## src/rtl/differential_drive_pid_steering_assert.svh

```systemverilog
// Assertion macros for the differential-drive PID steering block.
// Each macro expands to one labeled concurrent assertion clocked by clock and
// disabled during reset; the including module must have those two signals.
`ifndef DIFFERENTIAL_DRIVE_PID_STEERING_ASSERT_SVH
`define DIFFERENTIAL_DRIVE_PID_STEERING_ASSERT_SVH

// Same-cycle implication: when ante holds, cons must hold at the same edge.
`define DDPS_ASSERT_NOW(label, ante, cons, msg) \
   label: assert property (@(posedge clock) disable iff (reset) (ante) |-> (cons)) \
      else $error(msg);

// Next-cycle implication: when ante holds, cons must hold at the next edge.
`define DDPS_ASSERT_NEXT(label, ante, cons, msg) \
   label: assert property (@(posedge clock) disable iff (reset) (ante) |=> (cons)) \
      else $error(msg);

`endif

```

## src/rtl/ddps_pkg.sv

```systemverilog
// Package for the differential-drive PID steering block.
// Holds widths, register indexes, reset values and the payload structs.
// No dependencies.
package ddps_pkg;

   localparam int SAMPLE_BITS    = 10;
   localparam int SPEED_BITS     = 8;
   localparam int GAIN_BITS      = 16;
   localparam int FRAC_BITS      = 12;
   localparam int INTEG_BITS     = 32;
   localparam int ERR_BITS       = SAMPLE_BITS + 1;
   localparam int DERIV_BITS     = SAMPLE_BITS + 2;
   localparam int PROD_P_BITS    = GAIN_BITS + ERR_BITS;
   localparam int PROD_I_BITS    = GAIN_BITS + INTEG_BITS;
   localparam int PROD_D_BITS    = GAIN_BITS + DERIV_BITS;
   localparam int SUM_BITS       = PROD_I_BITS + 2;
   localparam int CORR_BITS      = SUM_BITS - FRAC_BITS;
   localparam int SPD_CALC_BITS  = CORR_BITS + 1;

   localparam int CSR_INDEX_BITS = 8;
   localparam int CSR_DATA_BITS  = 16;

   localparam logic [CSR_INDEX_BITS-1:0] CSR_GAIN_P    = CSR_INDEX_BITS'(0);
   localparam logic [CSR_INDEX_BITS-1:0] CSR_GAIN_I    = CSR_INDEX_BITS'(1);
   localparam logic [CSR_INDEX_BITS-1:0] CSR_GAIN_D    = CSR_INDEX_BITS'(2);
   localparam logic [CSR_INDEX_BITS-1:0] CSR_MAX_SPEED = CSR_INDEX_BITS'(3);

   localparam logic signed [GAIN_BITS-1:0] GAIN_P_RESET   = GAIN_BITS'(164);
   localparam logic signed [GAIN_BITS-1:0] GAIN_I_RESET   = GAIN_BITS'(0);
   localparam logic signed [GAIN_BITS-1:0] GAIN_D_RESET   = GAIN_BITS'(205);
   localparam logic [SPEED_BITS-1:0]       MAX_SPEED_RESET = SPEED_BITS'(250);

   localparam logic signed [INTEG_BITS-1:0] INTEG_MAX = {1'b0, {(INTEG_BITS-1){1'b1}}};
   localparam logic signed [INTEG_BITS-1:0] INTEG_MIN = {1'b1, {(INTEG_BITS-1){1'b0}}};

   typedef struct packed {
      logic [SAMPLE_BITS-1:0] left_inner_sample;
      logic [SAMPLE_BITS-1:0] right_inner_sample;
      logic [SPEED_BITS-1:0]  base_speed;
   } pid_req_type;

   typedef struct packed {
      logic [SPEED_BITS-1:0] left_motor_speed;
      logic [SPEED_BITS-1:0] right_motor_speed;
   } pid_rsp_type;

endpackage

```

## src/rtl/differential_drive_pid_steering.sv

```systemverilog
// PID steering for a differential-drive line follower: input, product and
// result registers, one sample pair per clock unless the response stalls.
// Depends on ddps_pkg and differential_drive_pid_steering_assert.svh.
`include "differential_drive_pid_steering_assert.svh"

// Each transfer on the request channel carries two inner line-sensor samples
// and a base speed; exactly one transfer follows on the response channel with
// the left and right motor speeds, in order. The block takes one request
// transfer per clock when the response side does not stall, and its result
// passes through the input, product and result registers. The error integral
// and the previous error are updated as an item leaves the input register;
// the three gain multiplies are registered into the product register then
// and summed from it into the result register. A stalled
// response holds in the result register while the earlier stages keep
// filling, so the request side stays ready until all three stages are full.
// The correction is Kp*e + Ki*integral + Kd*(e - previous e) with signed
// Q4.12 gains, truncated toward zero; each speed is clamped to 0..max_speed.
// The integral saturates at the signed 32-bit limits. Gains and max_speed are
// written through the csr port, which is always ready; writes to indexes
// beyond the four registers are ignored. Configuration should only change
// while no transfer is in flight.
module differential_drive_pid_steering (
   input  logic                                  clock,
   input  logic                                  reset,
   input  logic                                  req_valid,
   output logic                                  req_ready,
   input  ddps_pkg::pid_req_type                 req_data,
   output logic                                  rsp_valid,
   input  logic                                  rsp_ready,
   output ddps_pkg::pid_rsp_type                 rsp_data,
   input  logic                                  csr_valid,
   output logic                                  csr_ready,
   input  logic [ddps_pkg::CSR_INDEX_BITS-1:0]   csr_index,
   input  logic [ddps_pkg::CSR_DATA_BITS-1:0]    csr_data
);
   import ddps_pkg::*;

   // Configuration registers.
   logic signed [GAIN_BITS-1:0]  gain_p_ff;
   logic signed [GAIN_BITS-1:0]  gain_i_ff;
   logic signed [GAIN_BITS-1:0]  gain_d_ff;
   logic [SPEED_BITS-1:0]        max_speed_ff;

   // Controller state.
   logic signed [INTEG_BITS-1:0] integral_ff;
   logic signed [INTEG_BITS-1:0] integral_in;
   logic signed [ERR_BITS-1:0]   prior_error_ff;

   // Input stage.
   logic                         a_valid_ff;
   pid_req_type                  a_data_ff;

   // Product stage.
   logic                         b_valid_ff;
   logic signed [PROD_P_BITS-1:0] prod_p_ff;
   logic signed [PROD_I_BITS-1:0] prod_i_ff;
   logic signed [PROD_D_BITS-1:0] prod_d_ff;
   logic [SPEED_BITS-1:0]        base_b_ff;
   logic signed [PROD_P_BITS-1:0] prod_p_in;
   logic signed [PROD_I_BITS-1:0] prod_i_in;
   logic signed [PROD_D_BITS-1:0] prod_d_in;

   // Result stage.
   logic                         rsp_valid_ff;
   pid_rsp_type                  rsp_data_ff;
   pid_rsp_type                  rsp_data_in;

   // Handshake between stages.
   logic out_free;
   logic b_ready;
   logic b_move;
   logic a_move;
   logic req_take;

   // Arithmetic of the input stage.
   logic signed [ERR_BITS-1:0]   err_a;
   logic signed [DERIV_BITS-1:0] deriv_a;
   logic signed [INTEG_BITS:0]   integ_wide;

   // Arithmetic of the product stage.
   logic signed [SUM_BITS-1:0]   sum_b;
   logic signed [SUM_BITS-1:0]   sum_adj;
   logic signed [CORR_BITS-1:0]  corr_b;
   logic signed [SPD_CALC_BITS-1:0] base_ext;
   logic signed [SPD_CALC_BITS-1:0] left_raw;
   logic signed [SPD_CALC_BITS-1:0] right_raw;

   function automatic logic [SPEED_BITS-1:0] clamp_speed(
      input logic signed [SPD_CALC_BITS-1:0] value,
      input logic [SPEED_BITS-1:0]           top
   );
      logic signed [SPD_CALC_BITS-1:0] top_ext;
      logic [SPEED_BITS-1:0]           result;
      top_ext = $signed({{(SPD_CALC_BITS-SPEED_BITS){1'b0}}, top});
      priority if (value < 0) begin
         result = '0;
      end else if (value > top_ext) begin
         result = top;
      end else begin
         result = value[SPEED_BITS-1:0];
      end
      return result;
   endfunction

   // A stage advances when the stage after it is empty or emptying.
   // rsp_ready acts on the response register; earlier stages hold as it backs up.
   assign out_free  = !rsp_valid_ff || rsp_ready;
   assign b_move    = b_valid_ff && out_free;
   assign b_ready   = !b_valid_ff || out_free;
   assign a_move    = a_valid_ff && b_ready;
   assign req_ready = !a_valid_ff || b_ready;
   assign req_take  = req_valid && req_ready;

   assign csr_ready = 1'b1;
   assign rsp_valid = rsp_valid_ff;
   assign rsp_data  = rsp_data_ff;

   // Error, saturating integral, derivative and the three gain products for the
   // item in the input register. The state only moves when that item moves on.
   always_comb begin
      err_a = $signed({1'b0, a_data_ff.left_inner_sample})
            - $signed({1'b0, a_data_ff.right_inner_sample});
      deriv_a = DERIV_BITS'(err_a) - DERIV_BITS'(prior_error_ff);
      integ_wide = (INTEG_BITS+1)'(integral_ff) + (INTEG_BITS+1)'(err_a);
      // Overflow shows as the two top bits of the widened sum disagreeing.
      if (integ_wide[INTEG_BITS] != integ_wide[INTEG_BITS-1]) begin
         integral_in = integ_wide[INTEG_BITS] ? INTEG_MIN : INTEG_MAX;
      end else begin
         integral_in = integ_wide[INTEG_BITS-1:0];
      end
      prod_p_in = PROD_P_BITS'(gain_p_ff) * PROD_P_BITS'(err_a);
      prod_i_in = PROD_I_BITS'(gain_i_ff) * PROD_I_BITS'(integral_in);
      prod_d_in = PROD_D_BITS'(gain_d_ff) * PROD_D_BITS'(deriv_a);
   end

   // Sum of the three Q.12 products, truncated toward zero by biasing
   // negative sums before the shift, then the two clamped speeds.
   always_comb begin
      sum_b = SUM_BITS'(prod_p_ff) + SUM_BITS'(prod_i_ff) + SUM_BITS'(prod_d_ff);
      sum_adj = sum_b + $signed({{(SUM_BITS-FRAC_BITS){1'b0}},
                                 {FRAC_BITS{sum_b[SUM_BITS-1]}}});
      corr_b = sum_adj[SUM_BITS-1:FRAC_BITS];
      base_ext = $signed({{(SPD_CALC_BITS-SPEED_BITS){1'b0}}, base_b_ff});
      left_raw  = base_ext - SPD_CALC_BITS'(corr_b);
      right_raw = base_ext + SPD_CALC_BITS'(corr_b);
      rsp_data_in.left_motor_speed  = clamp_speed(left_raw, max_speed_ff);
      rsp_data_in.right_motor_speed = clamp_speed(right_raw, max_speed_ff);
   end

   always_ff @(posedge clock) begin
      if (reset) begin
         gain_p_ff      <= GAIN_P_RESET;
         gain_i_ff      <= GAIN_I_RESET;
         gain_d_ff      <= GAIN_D_RESET;
         max_speed_ff   <= MAX_SPEED_RESET;
         integral_ff    <= '0;
         prior_error_ff <= '0;
         a_valid_ff     <= 1'b0;
         b_valid_ff     <= 1'b0;
         rsp_valid_ff   <= 1'b0;
      end else begin
         if (csr_valid && csr_ready) begin
            if (csr_index == CSR_GAIN_P) begin
               gain_p_ff <= csr_data[GAIN_BITS-1:0];
            end
            if (csr_index == CSR_GAIN_I) begin
               gain_i_ff <= csr_data[GAIN_BITS-1:0];
            end
            if (csr_index == CSR_GAIN_D) begin
               gain_d_ff <= csr_data[GAIN_BITS-1:0];
            end
            if (csr_index == CSR_MAX_SPEED) begin
               max_speed_ff <= csr_data[SPEED_BITS-1:0];
            end
         end

         if (req_ready) begin
            a_valid_ff <= req_valid;
         end
         if (req_take) begin
            a_data_ff <= req_data;
         end

         if (b_ready) begin
            b_valid_ff <= a_valid_ff;
         end
         if (a_move) begin
            integral_ff    <= integral_in;
            prior_error_ff <= err_a;
            prod_p_ff      <= prod_p_in;
            prod_i_ff      <= prod_i_in;
            prod_d_ff      <= prod_d_in;
            base_b_ff      <= a_data_ff.base_speed;
         end

         if (out_free) begin
            rsp_valid_ff <= b_valid_ff;
         end
         if (b_move) begin
            rsp_data_ff <= rsp_data_in;
         end
      end
   end

   `DDPS_ASSERT_NOW(a_speed_clamped, rsp_valid_ff,
      (rsp_data_ff.left_motor_speed <= max_speed_ff) &&
      (rsp_data_ff.right_motor_speed <= max_speed_ff),
      "motor speed above max_speed")
   `DDPS_ASSERT_NEXT(a_integral_holds_top,
      a_move && (integral_ff == INTEG_MAX) && !err_a[ERR_BITS-1],
      integral_ff == INTEG_MAX,
      "integral left positive saturation on a non-negative error")
   `DDPS_ASSERT_NEXT(a_product_stage_kept, b_valid_ff && !out_free, b_valid_ff,
      "product stage dropped an item under stall")
   `DDPS_ASSERT_NOW(a_stall_means_full, !req_ready,
      a_valid_ff && b_valid_ff && rsp_valid_ff,
      "request stalled with an empty stage")

endmodule

```

## config.mk

```make
export PLATFORM = sky130hd
export DESIGN_NAME = differential_drive_pid_steering
export DESIGN_NICKNAME = d
export VERILOG_FILES = /design/src/rtl/ddps_pkg.sv /design/src/rtl/differential_drive_pid_steering.sv
export VERILOG_INCLUDE_DIRS = /design/src /design/src/rtl
export SDC_FILE = /design/constraint.sdc
export NUM_CORES = 2
export LEC_CHECK = 0
export ABC_AREA = 1
export CELL_PAD_IN_SITES_DETAIL_PLACEMENT = 0
export CELL_PAD_IN_SITES_GLOBAL_PLACEMENT = 1
export CORE_UTILIZATION = 55
export DETAILED_ROUTE_END_ITERATION = 7
export DONT_BUFFER_PORTS = 1
export PLACE_DENSITY = 0.95
export SLEW_MARGIN = 20
export SYNTH_ARGS = -nofsm -noshare
export SYNTH_HDL_FRONTEND = slang
export SYNTH_SLANG_ARGS = --single-unit
export TNS_END_PERCENT = 100
```

## constraint.sdc

```tcl
create_clock -name clock -period 17.2 [get_ports clock]
set_clock_uncertainty 0.2 [all_clocks]
set_input_delay 1.72 -clock clock [delete_from_list [all_inputs] [get_ports clock]]
set_output_delay 1.72 -clock clock [all_outputs]
set_load 0.1 [all_outputs]
```

==> metrics.md <==
| Metric | Value |
|---|---|
| Synth Flop Type | `edfxtp_1` |
| Total CTS buffers | `31` |
| Xor-xnor portion of the synthesized cell area | `3.048%` |
| Critical path capture point | `prod_i_ff[47]` |
| CP most frequent cell | `nand2_1` |
| Hold Vio Cnt, Final | `0` |
| Worst flop-to-flop path startpoint | `a_data_ff[8]` |
| Crit-path max cell delay | `0.84 ns` |
| H-tree levels | `1` |
| Syn Nets | `8,073` |
| Io pins | `76` |
| Total chip power | `7953 uW` |
| Slowest cell on crit path | `nand2_1` |
| Pwr per Cell Area | `146.5 nW/um2` |
| Share of flip-flops with an asynchronous set or reset | `0%` |
| Initial Util | `55.55%` |
| Total Neg Setup Slack | `0 ns` |
| FP Rows | `112` |
| Final std cells w/o fill | `7,967` |
| Worst setup startpoint | `a_data_ff[8]` |
| FF-to-FF End | `prod_i_ff[47]` |
| Worst Setup Start Kind | `register` |
| Min-Delay Path Class | `reg2reg` |
| Root Driver | `clkbuf_16` |
| Total track usage | `33.36%` |
| Die Width | `309.3 um` |
| Synth warn | `0` |
| Drt first pass iters | `5` |
| Synth Area in Compound Gates | `5.911%` |
| FF-to-FF setup slack | `3.40 ns` |
| Mux contribution to synthesized area | `0%` |
| Remaining DRCs | `0` |
| Hold Path Cell Cnt | `0` |
| Synthesized-area fraction occupied by adder cells | `42.99%` |
| Die ar. | `95,640 um2` |
| Chip height | `309.3 um` |
| Synthesized-area fraction occupied by and/or/nand/nor cells | `23.07%` |
| Commonest non-fill, non-tap cell in the layout | `nand2_1` |
| Worst endpoint required time | `17.31 ns` |
| RSZ-0062 raised after global routing | `no` |
| Crit path kind | `reg2reg` |
| Sequential share of the synthesized area | `12.90%` |
| Remaining Overflow, GRT | `0` |
| Status | `completed` |
| Final Cycle Share | `80.25%` |
| Post-CTS sizing | `0` |
| FMAX | `72.45 MHz` |
| Distinct cells, synth | `55` |
| First-pass GRT wire length | `246,100 um` |
| Post-DP Area | `53,240 um2` |
| Worst reg2reg path depth | `58` |
| Vias | `43,130` |
| Lkg Pwr | `0.02760 uW` |
| Antenna violations before repair | `7` |
| Max FO, Critical Path | `32` |
| Crit path time final | `13.80 ns` |
| Sinks on Clock Net | `257` |
| Nets | `8,000` |
| VDD IR max | `189.3 uV` |
| Clock Path Buffers | `3` |
| Fin area | `54,270 um2` |
| Routed wire length | `152,400 um` |
| GP Congestion | `1.013` |
| CTS tree | `built` |
| Core area | `93,470 um2` |
| Relative slew slack | `28.75%` |
| Hold_sp | `a_data_ff[4]` |
| Setup violators final | `0` |
| Vias/cell | `5.414` |
| Postcts setup bufs | `0` |
| Port bufs | `0` |
| Largest net degree at the start of global routing | `73` |
| Vias in the first global route | `45,540` |
| Initial DRC count | `2,962` |
| Most frequent cells in the layout | `nand2_1, inv_1, fa_1` |
| Dpl hpwl | `128,200 um` |
| Clk slew on worst S/H paths | `0.06 ns` |
| Clk_lat worst skew | `0.60 ns` |
| Max Transition Viols Final | `0` |
| Number of max-cap violations | `0` |
| Syn Inst Count | `6,760` |
| Fillers | `8,672` |
| Synthesized area | `51,920 um2` |
| CP endpoint kind | `register` |
| Syn avg cell area | `7.681 um2` |
| Placed Instances | `7,908` |
| Post-route ant nets | `0` |
| Number of synthesized register bits | `257` |
| Area Growth Syn to Fin | `4.521%` |
| Worst-Margin Slew | `1.069 ns` |
| Cts hold-fix bufs | `0` |
| CP arrival | `13.92 ns` |
| Post-layout util | `58.06%` |
| Layout cells sized above 1 | `4.113%` |
| EDFF count, synth | `155` |
| Main combinational cell family by area after synthesis | `adder cells` |
| WL/cell | `19.13 um` |
[power by group]
part / internal (uW) / switching (uW) / total (uW)
clock network: 403 / 274 / 677
logic: 2100 / 4210 / 6310
registers: 876 / 89.7 / 966
total: 3380 / 4570 / 7950
[registers in the layout, summed over array words and instances (netlist names)]
signal,flops
prod_p_ff,27
prior_error_ff,11
gain_i_ff,16
b_valid_ff,1
gain_d_ff,16
rsp_valid,1
prod_d_ff,28
prod_i_ff,48
a_valid_ff,1
integral_ff,32
rsp_data,16
max_speed_ff,8
a_data_ff,28
gain_p_ff,16
base_b_ff,8
[synth_stat cells (4+ instances only)]
cell / n / share of area (%)
xnor2_1: 67 / 1.1
o21ai_0: 150 / 1.4
a211oi_1: 4 / 0.058
buf_2: 10 / 0.096
nand2_2: 55 / 0.66
nor2_2: 40 / 0.48
or2_2: 17 / 0.20
nand3_4: 6 / 0.20
o21bai_1: 21 / 0.30
inv_1: 1478 / 11
nand2_4: 11 / 0.24
inv_2: 16 / 0.12
nand3b_1: 6 / 0.087
nor2_4: 13 / 0.28
clkbuf_1: 122 / 0.88
nor3_1: 21 / 0.20
a21oi_1: 304 / 2.9
o211ai_1: 31 / 0.45
fa_1: 880 / 34
nor2_1: 766 / 5.5
o21ai_1: 7 / 0.067
buf_1: 13 / 0.094
a31oi_1: 18 / 0.22
xor2_1: 110 / 1.9
ha_1: 376 / 9.1
nand2_1: 1571 / 11
o21a_1: 8 / 0.12
o31ai_1: 6 / 0.087
edfxtp_1: 155 / 9.0
clkinv_1: 15 / 0.11
and2_1: 4 / 0.048
nand3_1: 223 / 2.1
dfxtp_1: 102 / 3.9
nand3_2: 16 / 0.31
a21o_1: 6 / 0.087
nand4_1: 83 / 1.0
[routing by layer]
layer	track usage (%)	routed length (um)	up-vias
li1	-	-	20250
met1	42.21	61820	20930
met2	56.56	71720	1575
met3	5.629	11210	373
met4	13.85	7623	10
met5	0	62	-
[cells by family (layout without fill, tap and decap cells)]
logic type | Yosys count | after routing
xor gates and xnor gates | 179 | 179
AOI/OAI and AO/OA | 563 | 563
buffers and inverters | 1659 | 1609
DFF | 257 | 257
adders and majority gates | 1256 | 1256
and+or+nand+nor | 2845 | 2845
other | 1 | 4
[final cells by class]
cell class	count	area [um2]	area share (%)
Multi-Input combinational cell	4844	38990	71.84
Tap cell	1254	1569	2.891
Clock buffer	39	805.8	1.485
Inverter	1510	5669	10.45
Timing Repair Buffer	43	322.8	0.5948
Sequential cell	257	6696	12.34
Clock inverter	17	214.0	0.3942
Antenna cell	3	7.507	0.01383
[worst min-delay path by stage]
stage | to
finish | base_b_ff[4]
global route | base_b_ff[4]
CTS | base_b_ff[4]
detailed placement | base_b_ff[4]
global placement | base_b_ff[7]
floorplan | base_b_ff[0]
[worst max-delay path: cells and delay by family (launching register included)]
family | cells | cell delay (ns)
AOI/OAI and AO/OA | 13 | 2.92
xor gates and xnor gates | 1 | 0.14
adders and majority gates | 10 | 4.24
buffers and inverters | 8 | 1.21
DFF | 1 | 0.37
and+or+nand+nor | 26 | 4.41
[metrics by stage]
stage | worst slack [ns] | hold slack, ns
after floorplan | 5.689 | 0.2003
after CTS | 3.429 | 0.2219
after global routing | 2.240 | 0.2249
after detailed placement | 3.453 | 0.2099
final | 3.397 | 0.2198
after global placement | 3.919 | 0.2035
No activity file was read; power rests on OpenSTA's default activity.
